**src/rtl/rotating_key_pcbc_byte_cipher_top_defines.svh**
```systemverilog
// Assertion macros shared by the byte cipher RTL.
`ifndef ROTATING_KEY_PCBC_BYTE_CIPHER_TOP_DEFINES_SVH
`define ROTATING_KEY_PCBC_BYTE_CIPHER_TOP_DEFINES_SVH

// Consequent must hold in the cycle after the antecedent.
`define RKPCBC_ASSERT_NEXT(label, ante, cons, msg) \
	label: assert property (@(posedge clk) disable iff (!arst_n) (ante) |=> (cons)) \
		else $error(msg);

// Consequent must hold in the same cycle as the antecedent.
`define RKPCBC_ASSERT_SAME(label, ante, cons, msg) \
	label: assert property (@(posedge clk) disable iff (!arst_n) (ante) |-> (cons)) \
		else $error(msg);

`endif

```
**src/rtl/rkpcbc_pkg.sv**
```systemverilog
// Shared types, constants and helpers of the rotating key byte cipher.
package rkpcbc_pkg;

	localparam int KeyLen = 16;

	typedef logic [3:0] kidx_t;
	typedef logic [KeyLen-1:0][7:0] key_t;

	typedef enum logic [1:0] {
		PH_ADD_MIX,
		PH_XOR_MIX,
		PH_ROR_MIX,
		PH_ROT_MIX
	} phase_t;

	typedef enum logic [1:0] {
		CFG_DECRYPT_MODE,
		CFG_KEY_LOW,
		CFG_KEY_HIGH,
		CFG_INIT_CHAIN
	} cfg_reg_t;

	typedef struct packed {
		key_t       key;
		logic [7:0] chain;
		phase_t     phase;
	} cipher_state_t;

	localparam logic [63:0] KEY_LOW_RST  = 64'h0001_CE22_7C23_FEFF;
	localparam logic [63:0] KEY_HIGH_RST = 64'h0A5E_6DB2_1497_FFEA;
	localparam logic [7:0]  CHAIN_RST    = 8'h3D;

	// Source byte of each key position for the swap and group-rotate wirings.
	localparam kidx_t SWAP_SRC [KeyLen] = '{
		4'd3, 4'd2, 4'd0, 4'd1, 4'd6, 4'd4, 4'd7, 4'd5,
		4'd9, 4'd10, 4'd11, 4'd8, 4'd15, 4'd14, 4'd13, 4'd12
	};
	localparam kidx_t ROT_SRC [KeyLen] = '{
		4'd1, 4'd2, 4'd3, 4'd0, 4'd6, 4'd7, 4'd4, 4'd5,
		4'd10, 4'd11, 4'd8, 4'd9, 4'd13, 4'd14, 4'd15, 4'd12
	};

	// Rotates by a constant amount between 1 and 31.
	function automatic logic [31:0] rol32(input logic [31:0] x, input int unsigned r);
		return (x << r) | (x >> (32 - r));
	endfunction

	function automatic logic [31:0] ror32(input logic [31:0] x, input int unsigned r);
		return (x >> r) | (x << (32 - r));
	endfunction

	function automatic logic [31:0] ext32(input logic [7:0] b);
		return {24'd0, b};
	endfunction

endpackage

```
**src/rtl/rkpcbc_round.sv**
```systemverilog
// One byte of the cipher: key wiring, phase mix, chain and key update.
module rkpcbc_round import rkpcbc_pkg::*; (
	input  cipher_state_t st_in,
	input  logic          decrypt,
	input  logic [7:0]    data_in,
	output logic [7:0]    data_out,
	output cipher_state_t st_out
);

	key_t        k1;
	key_t        k2;
	key_t        k3;
	logic [31:0] d32;
	logic [31:0] c32;
	logic [31:0] kk;
	logic [31:0] x;
	logic [7:0]  res;

	always_comb begin
		for (int i = 0; i < KeyLen; i++) begin
			k1[i] = st_in.key[SWAP_SRC[ROT_SRC[i]]];
		end

		d32 = ext32(data_in);
		c32 = ext32(st_in.chain);

		case (st_in.phase)
			PH_ADD_MIX: begin
				kk = ext32(k1[2]) ^ rol32(ext32(k1[3]), 3);
				if (decrypt) begin
					x = ((kk ^ d32) - ext32(k1[1])) ^ ext32(k1[0]);
				end else begin
					x = (((d32 ^ c32) ^ ext32(k1[0])) + ext32(k1[1])) ^ kk;
				end
			end
			PH_XOR_MIX: begin
				kk = ext32(k1[4]) ^ rol32(ext32(k1[5]), 2) ^ ext32(k1[6]) ^ ext32(k1[7]);
				x  = decrypt ? (d32 ^ kk) : (d32 ^ c32 ^ kk);
			end
			PH_ROR_MIX: begin
				kk = ext32(k1[13]) ^ ext32(k1[14]) ^ ext32(k1[15]);
				if (decrypt) begin
					x = (d32 ^ kk) - ror32(ext32(k1[12]), 3);
				end else begin
					x = ((d32 ^ c32) + ror32(ext32(k1[12]), 3)) ^ kk;
				end
			end
			default: begin
				// 32-bit wrap matters here: the final rotate pulls high bits down
				kk = rol32((rol32(ext32(k1[9]), 3) + ext32(k1[10]))
					- (ext32(k1[8]) ^ ror32(ext32(k1[11]), 5)), 7);
				x  = decrypt ? (d32 ^ kk) : (d32 ^ c32 ^ kk);
			end
		endcase

		res = decrypt ? (x[7:0] ^ st_in.chain) : x[7:0];

		for (int i = 0; i < KeyLen; i++) begin
			k2[i] = k1[ROT_SRC[i]];
		end
		k3     = k2;
		k3[0]  = k2[12];
		k3[5]  = k2[5] ^ k2[9];
		k3[10] = k2[10] ^ k2[2];
		k3[3]  = k2[3] ^ k2[15];

		data_out     = res;
		// cipher XOR plain is result XOR input in either direction
		st_out.key   = k3;
		st_out.chain = res ^ data_in;
		st_out.phase = phase_t'(st_in.phase + 2'd1);
	end

endmodule

```
**src/rtl/rotating_key_pcbc_byte_cipher_top.sv**
```systemverilog
// Top level of the rotating key PCBC byte cipher with its handshake and config registers.
// Byte stream cipher: each accepted beat carries one data byte and yields exactly one result
// byte, in order. The block takes one beat per clock cycle while the output is not stalled.
// A result passes through the input register and then the result register, which holds it
// while out_stall is high. The rate is set by the key/chain/phase update loop, which closes
// through the round logic between the input register and the result register. Set
// start_of_stream on the first byte of a stream to reload key, chain and phase from the config
// registers; key and chain writes take effect only at that point, the decrypt mode at every
// byte. Write config only while the block is idle.
module rotating_key_pcbc_byte_cipher_top import rkpcbc_pkg::*; (
	input  logic        clk,
	input  logic        arst_n,
	// config write port
	input  logic        cfg_we,
	input  logic [1:0]  cfg_index,
	input  logic [63:0] cfg_data,
	// input channel
	input  logic        in_valid,
	output logic        in_stall,
	input  logic [7:0]  data_byte,
	input  logic        start_of_stream,
	// output channel
	output logic        out_valid,
	input  logic        out_stall,
	output logic [7:0]  result_byte
);

	`include "rotating_key_pcbc_byte_cipher_top_defines.svh"

	// config registers
	logic          decrypt_q;
	logic [63:0]   key_low_q;
	logic [63:0]   key_high_q;
	logic [7:0]    chain_init_q;

	// input stage
	logic          valid_s1;
	logic [7:0]    data_s1;
	logic          start_s1;

	// running cipher state and result register
	cipher_state_t state_q;
	logic          out_valid_q;
	logic [7:0]    result_q;

	cipher_state_t st_base;
	cipher_state_t st_next;
	logic [7:0]    round_res;
	logic          adv;
	logic          in_acc;

	// Advance the input stage into the result register when that register is free or drains.
	assign adv      = valid_s1 && (!out_valid_q || !out_stall);
	assign in_stall = valid_s1 && !adv;
	assign in_acc   = in_valid && !in_stall;

	// Reload from config at the start of a stream, else continue from the running state.
	always_comb begin
		if (start_s1) begin
			st_base.key   = {key_high_q, key_low_q};
			st_base.chain = chain_init_q;
			st_base.phase = PH_ADD_MIX;
		end else begin
			st_base = state_q;
		end
	end

	rkpcbc_round u_round (
		.st_in    (st_base),
		.decrypt  (decrypt_q),
		.data_in  (data_s1),
		.data_out (round_res),
		.st_out   (st_next)
	);

	// Config writes; every value of the index selects one of the four registers in the list.
	always_ff @(posedge clk or negedge arst_n) begin
		if (!arst_n) begin
			decrypt_q    <= 1'b0;
			key_low_q    <= KEY_LOW_RST;
			key_high_q   <= KEY_HIGH_RST;
			chain_init_q <= CHAIN_RST;
		end else if (cfg_we) begin
			case (cfg_reg_t'(cfg_index))
				CFG_DECRYPT_MODE: decrypt_q    <= cfg_data[0];
				CFG_KEY_LOW:      key_low_q    <= cfg_data;
				CFG_KEY_HIGH:     key_high_q   <= cfg_data;
				CFG_INIT_CHAIN:   chain_init_q <= cfg_data[7:0];
				default: ;
			endcase
		end
	end

	// Input stage: capture a beat, drop the valid once it moves on.
	always_ff @(posedge clk or negedge arst_n) begin
		if (!arst_n) begin
			valid_s1 <= 1'b0;
		end else if (in_acc) begin
			valid_s1 <= 1'b1;
		end else if (adv) begin
			valid_s1 <= 1'b0;
		end
	end

	always_ff @(posedge clk) begin
		if (in_acc) begin
			data_s1  <= data_byte;
			start_s1 <= start_of_stream;
		end
	end

	// Cipher state advances exactly once per byte that reaches the result register.
	always_ff @(posedge clk or negedge arst_n) begin
		if (!arst_n) begin
			state_q.key   <= {KEY_HIGH_RST, KEY_LOW_RST};
			state_q.chain <= CHAIN_RST;
			state_q.phase <= PH_ADD_MIX;
		end else if (adv) begin
			state_q <= st_next;
		end
	end

	always_ff @(posedge clk or negedge arst_n) begin
		if (!arst_n) begin
			out_valid_q <= 1'b0;
		end else if (adv) begin
			out_valid_q <= 1'b1;
		end else if (!out_stall) begin
			out_valid_q <= 1'b0;
		end
	end

	always_ff @(posedge clk) begin
		if (adv) begin
			result_q <= round_res;
		end
	end

	assign out_valid   = out_valid_q;
	assign result_byte = result_q;

	`RKPCBC_ASSERT_SAME(a_stall_needs_item, in_stall, valid_s1, "stall without a held byte")
	`RKPCBC_ASSERT_NEXT(a_adv_gives_result, adv, out_valid_q, "advanced byte lost")
	`RKPCBC_ASSERT_NEXT(a_idle_state_holds, !adv, $stable(state_q), "state moved without a byte")
	`RKPCBC_ASSERT_NEXT(a_phase_steps, adv && !start_s1,
		state_q.phase == phase_t'($past(state_q.phase) + 2'd1), "phase did not step")
	`RKPCBC_ASSERT_NEXT(a_start_phase, adv && start_s1,
		state_q.phase == PH_XOR_MIX, "phase not restarted at stream start")

endmodule
```
**config.mk**
```make
export PLATFORM = sky130hd
export DESIGN_NAME = rotating_key_pcbc_byte_cipher_top
export DESIGN_NICKNAME = d
export VERILOG_FILES = /design/src/rtl/rkpcbc_pkg.sv /design/src/rtl/rkpcbc_round.sv /design/src/rtl/rotating_key_pcbc_byte_cipher_top.sv
export VERILOG_INCLUDE_DIRS = /design/src /design/src/rtl
export SDC_FILE = /design/constraint.sdc
export NUM_CORES = 1
export LEC_CHECK = 0
export BUFFER_PORTS_ARGS = -buffer_cell sky130_fd_sc_hd__buf_2
export CAP_MARGIN = 20
export CORE_MARGIN = 1
export CORE_UTILIZATION = 60
export CTS_BUF_LIST = sky130_fd_sc_hd__clkbuf_8 sky130_fd_sc_hd__clkbuf_16
export DETAILED_ROUTE_END_ITERATION = 7
export PLACE_DENSITY = 0.83
export REMOVE_ABC_BUFFERS = 1
export SYNTH_ARGS = -nofsm -noshare
export SYNTH_HDL_FRONTEND = slang
export SYNTH_SLANG_ARGS = --single-unit
```
**constraint.sdc**
```tcl
create_clock -name clk -period 6 [get_ports clk]
set_clock_uncertainty 0.05 [all_clocks]
set_input_delay 1.2 -clock clk [delete_from_list [all_inputs] [get_ports clk]]
set_output_delay 1.2 -clock clk [all_outputs]
set_load 0.1 [all_outputs]
```
==> out/metrics.csv <==
stage;metric;value;unit
run_status;status;finished, final reports clean;
yosys;synth-seq-cells;290;
global_routing;grt_use_met2;0.471;
worst_setup_path;slowest_delay;0.71;ns
die;die_w;167;um
sta;max_slew_margin;0.303;
place;numPortBuffers;89;
place;dpl-instance-area;17100;um2
cells_and_area;post-route-util;0.672;
worst_setup_path;critPathCaptureType;flop;
sta;setup_viol;0;
worst_setup_path;arrival;4.97;ns
clock_tree;clk_latency;0.56;ns
pwr;leakage;7.97;nW
detailed_routing;routed-via-count;11105;
sta;tightest_slew;1.04;ns
cells_and_area;final_area;18100;um2
die;ios;90;
die;die-area;28000;um2
yosys;synth_common_cells;nand2_1 (166), mux2_2 (158), dfstp_2 (140), dfrtp_1 (133), mux2i_1 (129);
clock_tree;cts_resized;0;
detailed_routing;routed_via_density;5.88;
global_routing;grt_max_degree;125;
clock_tree;hold_buffers;0;
cells_and_area;area_growth;9.96;%
worst_setup_path;critical_path_required;6.36;ns
detailed_routing;wl;39400;um
worst_setup_path;worst-setup-path-type;reg2reg;
sta;hold_viol;0;
worst_setup_path;r2r_end;state_q[8];
yosys;synthTopCellsByArea;dfstp_2 (22%), dfrtp_1 (20%), mux2_2 (11%);
yosys;syn_area;16400;um2
place;dp_hpwl;27200;um
cells_and_area;multi_input_area;8410;um2
cells_and_area;n_antenna_cell;0;
sta;fmaxAchievable;217;MHz
global_routing;top_usage_layer;met2;
clock_tree;h-tree-depth;1;
clock_tree;cts.sinks;290;
worst_setup_path;cp-start-kind;flop;
yosys;synthMostInstantiatedCell;nand2_1;
global_routing;grt_first_pass_wirelength;62900;um
cells_and_area;seqCellArea;7520;um2
yosys;async_flop_share;0.941;
global_routing;use_met1;0.402;
clock_tree;post-cts-setup-buffer-count;0;
yosys;avgSynthCellArea;11.3;um2
die;start_util;0.611;
worst_setup_path;crit_path_top_delay_cell;o311ai_0;
hold_path;hp-start;state_q[94];
worst_setup_path;regToRegStartpoint;start_s1;
clock_tree;cts_tree;built;
worst_setup_path;rrSetupSlack;1.39;ns
global_routing;grtUsageMet3;0.0321;
hold_path;min_path_cells;2;
pwr;powerDensity;487;nW/um2
flow_run;cap_viol_max_count;0;
cells_and_area;finalNetCount;1653;
place;dp_cells;1833;
yosys;synthCells;1459;
sta;rsz0062_at_grt;false;
detailed_routing;ant_nets;0;
yosys;synth_edf_count;17;
yosys;seq_area_frac_synth;0.458;
global_routing;antenna_found_initial;0;
worst_setup_path;path_cells;buf_12 -> mux2_2 -> fa_1 -> inv_1 -> ha_1 -> a211oi_1 -> nor2_1 -> o311ai_0 -> nand4_1 -> o211ai_1 -> mux2i_1 -> o31ai_1 -> xnor2_1 -> o21ai_1;
clock_tree;clk_path_buf_depth;3;
sta;min_period;4.61;ns
die;core;26900;um2
die;die_y;167;um
yosys;synth_area_leader_cell;dfstp_2;
clock_tree;cts_buffers;30;
yosys;synth_top_area_share;0.224;
yosys;yosys_warnings;0;
cells_and_area;layout-drive-gt1-share;0.300;
hold_path;hold-path-endpoint;state_q[94];
place;place.gp.congestion;0.951;
global_routing;grt_overflow;0;
detailed_routing;drc;0;
clock_tree;root_buffer;clkbuf_16;
yosys;synth_top_flop_cell;dfstp_2;
global_routing;first_global_vias;11365;
cells_and_area;final_cell_count_no_fill;1889;
yosys;ys_types;68;
clock_tree;cts.clk_slew.worst_paths;0.06;ns
cells_and_area;nFillCells;2042;
pwr;irDropWorstVdd;0.289;mV
detailed_routing;drt_iter0_drc;753;
worst_setup_path;path_max_fanout;103;
sta;fin_crit_sh;0.768;
die;fp-row-count;60;
detailed_routing;wl_per_cell;20.8;um
global_routing;grtUsageTotal;0.290;
detailed_routing;first_pass_iters;5;
worst_setup_path;r2r_cells;14;
hold_path;worst_hold_path_type;reg2reg;
sta;drv_slew;0;
[layout by cell type (no fill, tap or decap), drive strengths merged, types with 5 or more instances in the layout]
cell / n
inv: 49
edfxtp: 17
xnor2: 126
a211oi: 5
o211ai: 6
nand3: 10
ha: 40
nor3: 7
o31ai: 6
buf: 105
a21o: 8
o21ai: 133
nor2b: 10
xor2: 63
a21oi: 34
mux2i: 133
nand2b: 6
nand2: 166
mux2: 158
nor2: 41
dfstp: 140
fa: 9
clkinv: 9
xnor3: 11
dfrtp: 133
and2: 5
clkbuf: 37
o21a: 18
[metrics by stage]
| stage | power (W) | setup slack [ns] | hold WS [ns] | setup TNS [ns] |
|---|---|---|---|---|
| floorplan | 0.00602 | -1.96 | 0.384 | -64.15 |
| global placement | 0.00687 | 1.58 | 0.395 | 0 |
| detailed placement | 0.00699 | 1.50 | 0.396 | 0 |
| CTS | 0.00880 | 1.48 | 0.405 | 0 |
| global route | 0.00932 | 1.18 | 0.420 | 0 |
| finish | 0.00879 | 1.39 | 0.403 | 0 |
[final cells by class]
cell class,instances,area share
clock buffer,37,0.0475
clock inverter,19,0.00492
multi-input combinational,1057,0.465
tap,341,0.0236
timing repair buffer,105,0.0332
sequential,290,0.416
inverter,40,0.00907
[cells by family after synthesis]
group           share of synthesized area
mux                                 0.191
flops                               0.458
simple gates                       0.0730
compound gates                     0.0880
xor+xnor                            0.118
buf+inv                            0.0310
fa+ha+maj                          0.0414
[critical path, delay by kind of cell (launching register included)]
| kind | cells | cell delay [ns] |
|---|---|---|
| compound gates | 5 | 1.36 |
| fa+ha+maj | 2 | 0.80 |
| flops | 1 | 0.42 |
| mux | 2 | 0.73 |
| xor+xnor | 1 | 0.18 |
| simple gates | 2 | 0.25 |
| buf+inv | 2 | 0.60 |
[report_power, final]
| part | leakage [nW] | switching (W) | internal [W] |
|---|---|---|---|
| clock | 0.515 | 0.000763 | 0.00100 |
| sequential | 3.25 | 0.000475 | 0.00270 |
| combinational | 4.21 | 0.00212 | 0.00174 |
[metal layers]
layer / vias to the layer above / wire length, um
met5: - / 0
met4: 0 / 1560
met3: 86 / 1890
met2: 303 / 18500
met1: 5508 / 17400
li1: 5208 / -
[registers in the layout, summed over array words and instances, names as in the netlist]
| register | count |
|---|---|
| data_s1 | 8 |
| decrypt_q | 1 |
| start_s1 | 1 |
| state_q | 134 |
| out_valid | 1 |
| key_high_q | 64 |
| result_byte | 8 |
| chain_init_q | 8 |
| valid_s1 | 1 |
| key_low_q | 64 |
[worst max-delay path by stage]
| stage | startpoint | end | slack [ns] | cells past startpoint |
|---|---|---|---|---|
| global route | start_s1 | state_q[8] | 1.18 | 14 |
| finish | start_s1 | state_q[8] | 1.39 | 14 |
| detailed placement | start_s1 | state_q[9] | 1.50 | 14 |
| CTS | start_s1 | state_q[8] | 1.48 | 14 |
| floorplan | start_s1 | state_q[9] | -1.96 | 12 |
| global placement | start_s1 | state_q[8] | 1.58 | 14 |
Power figures use the tool's default switching activity.
